===== config.mk =====
export PLATFORM = sky130hd
export DESIGN_NAME = rmfd_ram
export DESIGN_NICKNAME = d
export VERILOG_FILES = /design/src/rtl/core/rmfd_ram.sv
export SDC_FILE = /design/constraint.sdc
export NUM_CORES = 2
export LEC_CHECK = 0
export BUFFER_PORTS_ARGS = -buffer_cell sky130_fd_sc_hd__buf_2
export CORE_MARGIN = 2
export CORE_UTILIZATION = 50
export DETAILED_ROUTE_END_ITERATION = 7
export GPL_TIMING_DRIVEN = 0
export PLACE_DENSITY_LB_ADDON = 0.05
export SYNTH_ARGS = -nofsm -noshare
export SYNTH_HDL_FRONTEND = slang
export SYNTH_SLANG_ARGS = --single-unit

===== constraint.sdc =====
create_clock -name clk -period 6.25 [get_ports clk]
set_input_delay 0.3125 -clock clk [delete_from_list [all_inputs] [get_ports clk]]
set_output_delay 0.3125 -clock clk [all_outputs]
set_load 0.02 [all_outputs]

===== src/rtl/core/rmfd_ram.sv =====
// ----------------------------------------------------------------------------
// rmfd_ram
// Generic single write port, single read port RAM with registered read.
// ----------------------------------------------------------------------------
module rmfd_ram #(
  parameter int WIDTH = 8,
  parameter int DEPTH = 256
) (
  input  logic                     clk,
  input  logic                     we,
  input  logic [$clog2(DEPTH)-1:0] waddr,
  input  logic [WIDTH-1:0]         wdata,
  input  logic                     re,
  input  logic [$clog2(DEPTH)-1:0] raddr,
  output logic [WIDTH-1:0]         rdata
);

  logic [WIDTH-1:0] mem [DEPTH];

  always_ff @(posedge clk) begin
    if (we) begin
      mem[waddr] <= wdata;
    end
    if (re) begin
      rdata <= mem[raddr];
    end
  end

endmodule


==> results by group <==
Outcome
  • Status: finished, violations left
  • Failing checks: capacitance limit, slew limit

Critical path
  • Arrival @ worst endpoint: 5.49 ns
  • Critical Path Fanout Max: 10
  • Crit path to: rdata[3]
  • CP Capture Type: flop
  • Reg2reg start: mem[160][1]
  • Worst path required time: 6.68 ns
  • Reg2Reg Depth: 6
  • Reg2reg end: rdata[1]
  • Critical path type: in -> reg
  • CP Launch Type: primary input
  • Flop-to-flop setup slack: 2.21 ns
  • Critical Path Start: raddr[3]

Synth
  • Post-synth EDFFs: 2,056
  • Mapped cell area: 79,600 sq um
  • Yosys warns: 0
  • Synth area leader: edfxtp_1
  • Top post-synthesis cells by area: edfxtp_1 78%, mux4_2 13%, mux2i_1 1.7%, nor2_1 1.3%, a22oi_1 1.3%
  • Register area share after synthesis: 77.5%
  • Yosys reg bits: 2,056
  • Avg Inst Size Synth: 21.3 sq um
  • Ys flop type: edfxtp_1
  • Cells after Synth: 3,733
  • Yosys top cell area share: 77.5%
  • Commonest cells in the netlist: 2,056 x edfxtp_1, 454 x mux4_2, 282 x nor2_1
  • Distinct cells, synth: 54
  • Syn Nets: 3,760
  • Count leader, synth: edfxtp_1
  • Asr flop ratio synth: 0%

Power
  • PwrDens: 326 nW/um^2
  • Total power: 29.1 mW
  • Maximum vdd ir drop: 303 uV
  • Lkg Pwr: 27.5 nW

Layout
  • Reg area: 61,700 sq um
  • Final Cell Area: 89,500 sq um
  • Layout cells sized above 1: 21.9%
  • Multi-input gate area: 16,400 sq um
  • Fill count: 11.9k
  • Final layout net count: 4,015
  • Area added between synthesis and finish: 12.3%
  • Final design utilization: 56.5%

Die
  • Die width: 403 um
  • Core Box Area: 158,000 sq um
  • Row cnt: 146
  • Die height: 403 um
  • Die area: 162,000 sq um
  • Initial core utilization: 50.3%
  • IO Count: 35

Routing
  • Drt pass-1 iters: 6
  • DR vias/cell: 6.62
  • Routed WL: 248,000 um
  • Residual DRC: 0
  • WL/cell: 39.8 um
  • Overall via count from detail_route: 41.3k
  • Detail Route Antenna Nets: 0
  • Initial DRC Count: 6,177

Place
  • Post-DP HPWL: 164,000 um
  • DP Area: 82,800 sq um
  • Placer's final routability congestion estimate: 0.945
  • PortBufs: 27

Global routing
  • Initial antenna violation count: 18
  • Largest net degree at the start of global routing: 145
  • Vias in the first global route: 40.1k
  • Grt total ovfl: 0
  • Total track usage: 30.8%
  • First-pass GRT wire length: 336,000 um

Clocking
  • Clk Latency, worst-skew pair: 0.85 ns
  • Post-CTS Setup Bufs: 0
  • Post-CTS Resized: 0
  • Sink Count: 2,056
  • Largest buffer count on any clock path: 3
  • CTS buffer count: 209
  • CTS tree: done
  • Worst-path clk slew: 0.06 ns
  • CTS Root Cell: clkbuf_16
  • Htree depth: 4

Timing
  • Max Freq: 0.198 GHz
  • Setup violations, final: 0
  • Slew @ Worst Pin: 1.59 ns
  • Setup TNS: 0 ns
  • Final hold vios: 0
  • RSZ-0062 raised after global routing: no
  • Slew margin rel.: -6.97%
  • Final slew viol count: 96
  • Fin Clk Skew: 0.0263 ns
  • Tmin final: 5.05 ns
  • Final worst path period share: 80.8%

Worst hold path
  • Hold crit path type: in -> reg

Flow run
  • Max-Cap Viols: 15
==> cell usage in the layout (no fill, tap or decap), types with 22 or more instances in the layout <==
| cell | instances |
|---|---|
| o22ai_1 | 28 |
| buf_4 | 27 |
| clkbuf_1 | 142 |
| a21oi_1 | 96 |
| nor3_1 | 22 |
| edfxtp_1 | 2056 |
| nor2_1 | 282 |
| nand3_1 | 34 |
| o221ai_1 | 46 |
| clkinv_2 | 35 |
| mux4_2 | 454 |
| clkinv_1 | 51 |
| mux2i_1 | 134 |
| nand2_1 | 33 |
| a22oi_1 | 133 |
| nor2b_1 | 31 |
| clkbuf_16 | 213 |
| nor4_1 | 23 |
| buf_2 | 55 |
==> worst min-delay path by stage <==
stage,start,to,cells past startpoint
floorplan,wdata[0],mem[0][0],0
global placement,re,rdata[0],1
detailed placement,re,rdata[4],1
CTS,wdata[6],mem[78][6],1
global route,wdata[0],mem[87][0],1
finish,wdata[0],mem[85][0],1
==> cells by family after synthesis <==
family / share of synthesized area [%]
AO/OA/AOI/OAI: 3.42
buffers and inverters: 1.83
flip-flops: 77.5
multiplexers: 14.6
AND/OR/NAND/NOR: 2.63
==> critical path, cell delays in order <==
cell and delay, ns:
buf_2 0.14, clkbuf_1 0.57, nor2_1 1.03, clkbuf_1 1.21
a22oi_1 0.27, a31oi_1 0.47, nor4_1 0.19, nor4_1 1.25
==> registers in the layout, summed over array words and instances, names as in the netlist <==
register	flops
rdata	8
mem	2048
==> power breakdown <==
| part | internal [mW] | switching (mW) |
|---|---|---|
| Sequential | 15.2 | 0.00741 |
| Clock | 6.96 | 5.27 |
| Combinational | 0.489 | 1.18 |
==> metrics by stage <==
stage / std cells / hold slack (ns) / setup slack [ns]
detailed placement: 5845 / 0.671 / 0.743
CTS: 6229 / 0.00217 / 1.65
global route: 6229 / 0.0140 / 1.55
global placement: 5832 / 0.647 / 0.444
finish: 6235 / 0.00201 / 1.20
floorplan: 3733 / 0.411 / 3.86
==> repair_timing <==
| action | 4_1_cts | 5_1_grt |
|---|---|---|
| hold buffers | 4 | 0 |
| setup endpoints to repair | 0 | 0 |
| hold endpoints to repair | 133 | 0 |
==> cell type report <==
type | count | area share, %
inverters | 2 | 0.00839
diodes | 6 | 0.0168
well taps | 2072 | 2.90
flip-flops and latches | 2056 | 69.0
plain buffers | 233 | 1.65
clock buffers | 261 | 6.16
multi-input cells | 1442 | 18.4
repair buffers | 44 | 0.635
clock inverters | 119 | 1.23
==> routing by layer <==
layer | GRT usage (%) | vias up | share of wire, %
li1 | - | 16200 | -
met1 | 43.6 | 22200 | 40
met2 | 46.9 | 2321 | 46
met3 | 7.72 | 440 | 10
met4 | 10.9 | 14 | 3.9
met5 | 0 | - | 0.039
Power figures use the tool's default switching activity.
