--- config.mk ---
export PLATFORM = sky130hd
export DESIGN_NAME = rmfd_map
export DESIGN_NICKNAME = d
export VERILOG_FILES = /design/src/rtl/core/rmfd_pkg.sv /design/src/rtl/core/rmfd_div.sv /design/src/rtl/core/rmfd_map.sv
export SDC_FILE = /design/constraint.sdc
export NUM_CORES = 1
export LEC_CHECK = 0
export ABC_AREA = 1
export ABC_CLOCK_PERIOD_IN_PS = 6100
export BUFFER_PORTS_ARGS = -buffer_cell sky130_fd_sc_hd__clkbuf_2
export CORE_UTILIZATION = 29
export DETAILED_ROUTE_END_ITERATION = 12
export GPL_ROUTABILITY_DRIVEN = 0
export PLACE_DENSITY = 0.51
export SLEW_MARGIN = 15
export SYNTH_ARGS = -nofsm -noshare
export SYNTH_HDL_FRONTEND = slang
export SYNTH_SLANG_ARGS = --single-unit
--- constraint.sdc ---
create_clock -name clk -period 6.1 [get_ports clk]
set_input_delay 0.61 -clock clk [delete_from_list [all_inputs] [get_ports clk]]
set_output_delay 0.61 -clock clk [all_outputs]
set_load 0.02 [all_outputs]
--- src/rtl/core/rmfd_pkg.sv ---
// ----------------------------------------------------------------------------
// rmfd_pkg
// Shared types and constants of the row mapped frame delay line.
// ----------------------------------------------------------------------------
package rmfd_pkg;

  localparam int COLUMNS     = 64;
  localparam int MAX_FRAMES  = 1024;

  localparam int COL_W       = $clog2(COLUMNS);
  localparam int SLOT_W      = $clog2(MAX_FRAMES);
  localparam int HELD_W      = SLOT_W + 1;
  localparam int ADDR_W      = SLOT_W + COL_W;
  localparam int HIST_DEPTH  = MAX_FRAMES * COLUMNS;

  localparam int ROW_W       = 6;
  localparam int SAMPLE_W    = 8;
  localparam int AGE_W       = 10;

  localparam int BASE_W      = 6;
  localparam int EXTRA_W     = 8;
  localparam int SYM_W       = 4;
  localparam int VC_W        = 7;
  localparam int IH_W        = 7;
  localparam int TOTAL_W     = 9;
  localparam int MAPPED_W    = 9;
  localparam int PROD_W      = TOTAL_W + MAPPED_W;
  localparam int BOUND_W     = TOTAL_W + IH_W;

  localparam int CFG_IDX_W   = 3;
  localparam int CFG_DATA_W  = 8;

  // divider: 8 bit dividend, 4 quotient bits per cycle
  localparam int DIV_W       = 8;
  localparam int DIV_STEPS   = 4;
  localparam int DIV_CYCLES  = DIV_W / DIV_STEPS;
  localparam int DIV_CNT_W   = $clog2(DIV_CYCLES);

  typedef enum logic [CFG_IDX_W-1:0] {
    REG_BASE_DELAY   = 3'd0,
    REG_EXTRA_DELAY  = 3'd1,
    REG_KEEP_ORDER   = 3'd2,
    REG_SYMMETRY     = 3'd3,
    REG_COMB_ON      = 3'd4,
    REG_VOICE_COUNT  = 3'd5,
    REG_IMAGE_HEIGHT = 3'd6
  } reg_idx_t;

  typedef enum logic {
    KIND_WRITE = 1'b0,
    KIND_READ  = 1'b1
  } kind_t;

  typedef struct packed {
    logic                kind;
    logic [ROW_W-1:0]    row;
    logic [COL_W-1:0]    column;
    logic [SAMPLE_W-1:0] sample;
    logic                frame_end;
  } req_t;

  typedef struct packed {
    logic [SAMPLE_W-1:0] pixel;
    logic [AGE_W-1:0]    frame_age;
  } rsp_t;

  typedef struct packed {
    logic [SYM_W-1:0] symmetry;
    logic             keep_order;
    logic             comb_on;
    logic [VC_W-1:0]  voice_count;
  } map_cfg_t;

endpackage

--- src/rtl/core/rmfd_div.sv ---
// ----------------------------------------------------------------------------
// rmfd_div
// Iterative unsigned divider, several quotient bits per cycle.
// ----------------------------------------------------------------------------
module rmfd_div (
  input  logic                          clk,
  input  logic                          rst,
  input  logic                          start,
  input  logic [rmfd_pkg::VC_W-1:0]     dividend,
  input  logic [rmfd_pkg::VC_W-1:0]     divisor,
  output logic                          done,
  output logic [rmfd_pkg::VC_W-1:0]     quotient,
  output logic [rmfd_pkg::VC_W-1:0]     remainder
);
  import rmfd_pkg::*;

  localparam logic [DIV_CNT_W-1:0] CNT_LAST = DIV_CNT_W'(DIV_CYCLES - 1);

  logic                 busy;
  logic [DIV_CNT_W-1:0] cnt;
  logic [VC_W-1:0]      rem;
  logic [DIV_W-1:0]     quo;
  logic [VC_W-1:0]      dvs;
  logic [VC_W-1:0]      rem_next;
  logic [DIV_W-1:0]     quo_next;

  always_comb begin
    logic [VC_W:0] r8;
    rem_next = rem;
    quo_next = quo;
    for (int i = 0; i < DIV_STEPS; i++) begin
      r8       = {rem_next, quo_next[DIV_W-1]};
      quo_next = {quo_next[DIV_W-2:0], 1'b0};
      if (r8 >= {1'b0, dvs}) begin
        rem_next    = VC_W'(r8 - {1'b0, dvs});
        quo_next[0] = 1'b1;
      end else begin
        rem_next = r8[VC_W-1:0];
      end
    end
  end

  always_ff @(posedge clk) begin
    if (rst) begin
      busy <= 1'b0;
      cnt  <= '0;
      done <= 1'b0;
    end else begin
      done <= 1'b0;
      if (start) begin
        busy <= 1'b1;
        cnt  <= '0;
      end else if (busy) begin
        cnt <= cnt + 1'b1;
        if (cnt == CNT_LAST) begin
          busy <= 1'b0;
          done <= 1'b1;
        end
      end
    end
  end

  always_ff @(posedge clk) begin
    if (start) begin
      rem <= '0;
      quo <= DIV_W'(dividend);
      dvs <= divisor;
    end else if (busy) begin
      rem <= rem_next;
      quo <= quo_next;
    end
  end

  assign quotient  = quo[VC_W-1:0];
  assign remainder = rem;

endmodule

--- src/rtl/core/rmfd_map.sv ---
// ----------------------------------------------------------------------------
// rmfd_map
// Row mapping: symmetry fold, optional inversion, comb alternation.
// ----------------------------------------------------------------------------
module rmfd_map (
  input  logic                          clk,
  input  logic                          rst,
  input  logic                          start,
  input  logic [rmfd_pkg::ROW_W-1:0]    row,
  input  rmfd_pkg::map_cfg_t            cfg,
  output logic                          done,
  output logic [rmfd_pkg::MAPPED_W-1:0] mapped
);
  import rmfd_pkg::*;

  typedef enum logic [3:0] {
    M_IDLE  = 4'b0001,
    M_FOLD  = 4'b0010,
    M_IDX   = 4'b0100,
    M_FINAL = 4'b1000
  } map_state_t;

  map_state_t       state;
  logic [ROW_W-1:0] row_q;
  logic [VC_W-1:0]  fold_q;
  logic [7:0]       idx2_q;

  logic            div_start;
  logic [VC_W-1:0] div_dividend;
  logic [VC_W-1:0] div_divisor;
  logic            div_done;
  logic [VC_W-1:0] div_quo;
  logic [VC_W-1:0] div_rem;
  logic [VC_W-1:0] fold_c;

  logic signed [8:0] t;
  logic [8:0]        t_abs;
  logic [7:0]        idx1;
  logic [7:0]        idx2;
  logic signed [9:0] idx3;
  logic signed [9:0] vc_s;
  logic signed [9:0] term;
  logic signed [9:0] diff;
  logic [MAPPED_W-1:0] mapped_c;

  assign fold_c = (div_quo == '0) ? VC_W'(1) : div_quo;

  always_comb begin
    div_start    = 1'b0;
    div_dividend = cfg.voice_count;
    div_divisor  = VC_W'(cfg.symmetry) + VC_W'(1);
    if (state == M_IDLE && start) begin
      div_start = 1'b1;
    end else if (state == M_FOLD && div_done) begin
      div_start    = 1'b1;
      div_dividend = VC_W'(row_q);
      div_divisor  = fold_c;
    end
  end

  rmfd_div u_div (
    .clk       (clk),
    .rst       (rst),
    .start     (div_start),
    .dividend  (div_dividend),
    .divisor   (div_divisor),
    .done      (div_done),
    .quotient  (div_quo),
    .remainder (div_rem)
  );

  // fold - |(q odd ? fold : 0) - r| + symmetry
  always_comb begin
    t     = $signed({2'b00, (div_quo[0] ? fold_q : VC_W'(0))}) - $signed({2'b00, div_rem});
    t_abs = t[8] ? 9'(-t) : 9'(t);
    idx1  = {1'b0, fold_q} - t_abs[7:0];
    idx2  = idx1 + 8'(cfg.symmetry);
  end

  // inversion and comb reflection
  always_comb begin
    vc_s = $signed({3'b000, cfg.voice_count});
    if (cfg.keep_order) begin
      idx3 = $signed({2'b00, idx2_q});
    end else begin
      idx3 = vc_s - $signed({2'b00, idx2_q}) + 10'sd1;
    end
    if (cfg.comb_on && idx3[0]) begin
      term = idx3[9] ? -vc_s : vc_s;
    end else begin
      term = '0;
    end
    diff     = term - idx3;
    mapped_c = diff[9] ? MAPPED_W'(-diff) : diff[MAPPED_W-1:0];
  end

  always_ff @(posedge clk) begin
    if (rst) begin
      state <= M_IDLE;
      done  <= 1'b0;
    end else begin
      done <= 1'b0;
      unique case (state)
        M_IDLE:  if (start) state <= M_FOLD;
        M_FOLD:  if (div_done) state <= M_IDX;
        M_IDX:   if (div_done) state <= M_FINAL;
        M_FINAL: begin
          state <= M_IDLE;
          done  <= 1'b1;
        end
        default: state <= M_IDLE;
      endcase
    end
  end

  always_ff @(posedge clk) begin
    if (state == M_IDLE && start) begin
      row_q <= row;
    end
    if (state == M_FOLD && div_done) begin
      fold_q <= fold_c;
    end
    if (state == M_IDX && div_done) begin
      idx2_q <= idx2;
    end
    if (state == M_FINAL) begin
      mapped <= mapped_c;
    end
  end

endmodule

==> flow_results.org <==
** Run status
- The run finished with clean final reports.

** Yosys
- The synthesized design contains 60 register bits.
- In the synthesized netlist, the number of instances is 828.
- By instance count, the leading cell after synthesis is nand2_1.
- The synthesized netlist occupies a cell area of 0.00621 sq mm.
- Area leader, netlist :: edfxtp_1
- Portion of synthesized cell area occupied by the leading cell type :: 21.3%
- A synthesized cell averages 7.50 sq um.
- Counting distinct cell types in the post-synthesis netlist gives 49.
- Number of enable flip-flop cells after synthesis :: 44
- Number of warnings reported in the yosys synthesis log :: 0
- The portion of synthesized area spent on multiplexers is 0%.
- Summing the areas of all compound-gate instances in the mapped netlist gives 11.2% of the synthesized area.
- By count the netlist is led by nand2_1, inv_1, ha_1.
- In the synthesized netlist the dominant register cell turns out to be edfxtp_1.
- Basic-gate share of the synthesized area counting and, or, nand and nor cells :: 28.3%
- By area, the combinational part of the netlist is dominated by simple AND/OR/NAND/NOR gates.
- Largest cells by area after synthesis :: edfxtp_1, ha_1, nand2_1
- Post-synthesis sequential area ratio :: 26.4%
- Xor and xnor area share after synthesis :: 7.03%
- When the netlist entered floorplanning its net count stood at 928.
- Of the total synthesized cell area, the portion taken by full adders, half adders and majority gates is 17.0%.
- Async S/R FF share, synth :: 0%

** Layout
- The number of antenna diodes in the final layout is 0.
- Cells with a size suffix above 1 make up 18.3% of the layout.
- Layout overhead on the synthesized area :: 19.4%
- At the end of the flow, the number of nets in the layout was 986.
- Number of inserted filler cells in the final layout :: 2221

** Worst hold path
- Depth of the worst hold-timing path :: 0
- Worst min-delay path category :: reg2reg
- Startpoint of the lowest-slack hold path :: u_div.quo[6]$_DFFE_PP_
- Hold EP :: fold_q[6]$_DFFE_PP_

** Route
- For this run, the detailed router's first-pass iteration total came to 5.
- The final layout contains routed wiring with a total length of 16.0 mm.
- Wire per inst :: 13.7 um
- Dividing the detail-routed via count by the number of cells gives 4.60.
- Number of DRC violations after detailed-routing iteration 0 :: 274
- Via count :: 5364
- DR DRC count :: 0
- The count of nets left with antenna violations once routing finished came out at 0.

** Setup path
- Startpoint class of the critical path :: flop
- Library cell appearing most often on the critical path :: nand2_2
- The worst setup path is captured at a flop.
- Worst reg-to-reg path cell count :: 46
- Data arrival time of the critical path :: 5.98 ns
- CP required :: 6.32 ns
- The endpoint identified for the worst register-to-register timing path is u_div.remainder[5]$_SDFFE_PN0P_.
- In this run the worst setup path begins at u_div.quo[7]$_SDFFE_PN0P_.
- Max FO, Critical Path :: 6
- Among all stages on the critical path, the largest delay is contributed by fa_2.
- Crit-path max cell delay :: 0.39 ns
- WS Path Type :: reg2reg
- Start of the worst register-to-register path :: u_div.quo[7]$_SDFFE_PN0P_
- Slack of the worst reg-to-reg path :: 0.34 ns

** Global route
- Overflow after GRT :: 0
- Total global routing track utilization :: 14.9%
- Maximum number of pins on one net before global-route repair :: 22
- Vias in the first global route :: 5066
- Number of antenna violations at the first check in global routing :: 0
- The first global-routing pass estimated 25.6 mm of wire.

** Timing
- Clock skew on the completed layout was measured at 0.00904 ns.
- Final worst path period need :: 5.76 ns
- Max Clock Freq :: 174 MHz
- The number of pins with negative max-slew slack in the final report is 0.
- At the pin with the least slew margin, the transition time is 0.679 ns.
- Part of the cycle the worst path needs :: 94.4%
- Summed negative setup slack over all endpoints :: 0 ns
- Fin. Hold Viols :: 0
- Hold timing on the final database bottoms out at a slack of 0.449 ns.
- Max-Slew Margin vs Limit :: 54.6%
- Setup violations remaining at the end of the flow were counted as 0.

** Clock network
- H-Tree Depth :: 3
- Clk root buf :: clkbuf_16
- TritonCTS Buffers :: 9
- Clock latency reported for the late side of the worst-skew pair :: 0.34 ns
- Max clock buf depth :: 2
- After clock tree synthesis, the clock-pin slew on the worst setup and hold paths is 0.05 ns.
- The clock drives 60 sinks.
- TritonCTS built the clock tree.

** Run
- Max-Cap Viols :: 0

** Floorplanning
- Floorplan die area :: 0.0220 sq mm
- Die Ht :: 148 um
- Core Footprint :: 0.0210 sq mm
- From left edge to right edge, the die measures 148 um.
- During I/O placement, the number of pins put on the boundary was 32.
- The initialized floorplan defines 53 standard-cell rows.
- Starting density of the core :: 29.5%

** Place
- Port buffering added 31 buffers.
- Post-detail-place hpwl :: 13.1 mm
layer usage:
| metal | up-vias | share of wire, % | global-route usage [%] |
|---|---|---|---|
| met5 | - | 0 | 0 |
| met4 | 0 | 1.6 | 4.33 |
| met3 | 19 | 3.2 | 2.58 |
| met2 | 90 | 46 | 24.0 |
| met1 | 2416 | 49 | 20.3 |
| li1 | 2839 | - | - |
cell families after synthesis:
| group | count (synthesis) |
|---|---|
| AO/OA/AOI/OAI | 111 |
| XOR/XNOR | 49 |
| adder cells (fa/ha/maj) | 78 |
| buffers and inverters | 165 |
| flip-flops | 60 |
| AND/OR/NAND/NOR | 365 |
placed cells by master, fill, tap and decap left out, drive strengths merged:
cell / count
or2: 7
a211oi: 1
clkbuf: 41
nor4: 1
clkinv: 5
a22oi: 1
o31a: 1
o21ai: 35
and3: 1
inv: 153
nand3: 59
nor2: 46
ha: 67
a21o: 4
a31oi: 1
nand2: 210
xnor2: 15
dfxtp: 16
clkinvlp: 2
o41ai: 1
o21bai: 4
nor3: 19
bufinv: 1
buf: 26
fa: 11
o211ai: 11
xor2: 34
o221ai: 3
nand4: 19
o21a: 3
a21oi: 45
nand3b: 3
edfxtp: 44
o31ai: 1
critical path: cells and delay by family, from the launching register on:
| family | cells | cell delay [ns] |
|---|---|---|
| AO/OA/AOI/OAI | 5 | 0.78 |
| adder cells (fa/ha/maj) | 5 | 1.36 |
| buffers and inverters | 8 | 0.70 |
| flip-flops | 1 | 0.34 |
| AND/OR/NAND/NOR | 28 | 2.44 |
stage by stage:
step	worst slack [ns]	utilization (%)	instance area [sq um]	instances
floorplan	0.308	-	6210	828
global placement	0.0975	32.4	6810	1143
detailed placement	-0.0155	32.4	6810	1143
CTS	0.0231	33.8	7110	1160
global route	-0.0484	35.3	7420	1166
finish	0.342	35.3	7420	1166
flip-flops by register name, indices dropped and copies added, names as in the netlist:
| name | count |
|---|---|
| u_div.cnt | 1 |
| row_q | 6 |
| u_div.done | 1 |
| idx2_q | 8 |
| state | 4 |
| u_div.remainder | 7 |
| u_div.quo | 8 |
| fold_q | 7 |
| u_div.dvs | 7 |
| u_div.busy | 1 |
| mapped | 9 |
| done | 1 |
area by class of cell:
cell class	instances	area (sq um)	area share, %
Multi-Input combinational cell	603	4190	56.5
Sequential cell	60	1640	22.1
Inverter	155	582	7.85
Timing Repair Buffer	57	374	5.04
Tap cell	275	344	4.64
Clock buffer	10	229	3.09
Clock inverter	6	56.3	0.759
worst max-delay path by stage:
stage | end | slack (ns)
floorplan | u_div.quo[0]$_DFFE_PP_ | 0.31
global placement | u_div.quo[0]$_DFFE_PP_ | 0.1
detailed placement | u_div.quo[0]$_DFFE_PP_ | -0.02
CTS | u_div.quo[0]$_DFFE_PP_ | 0.02
global route | u_div.remainder[5]$_SDFFE_PN0P_ | -0.05
finish | u_div.remainder[5]$_SDFFE_PN0P_ | 0.34
what timing repair did:
item,CTS,global route
pin swaps,1,16
resized for setup,3,56
hold endpoints to repair,0,0
hold buffers,0,0
endpoints found under the setup margin,1,8
buffers inserted,1,6
Power is left out: the tool's default activity adds up to more than one toggle a clock period on the data nets, which glitch-free logic cannot reach.
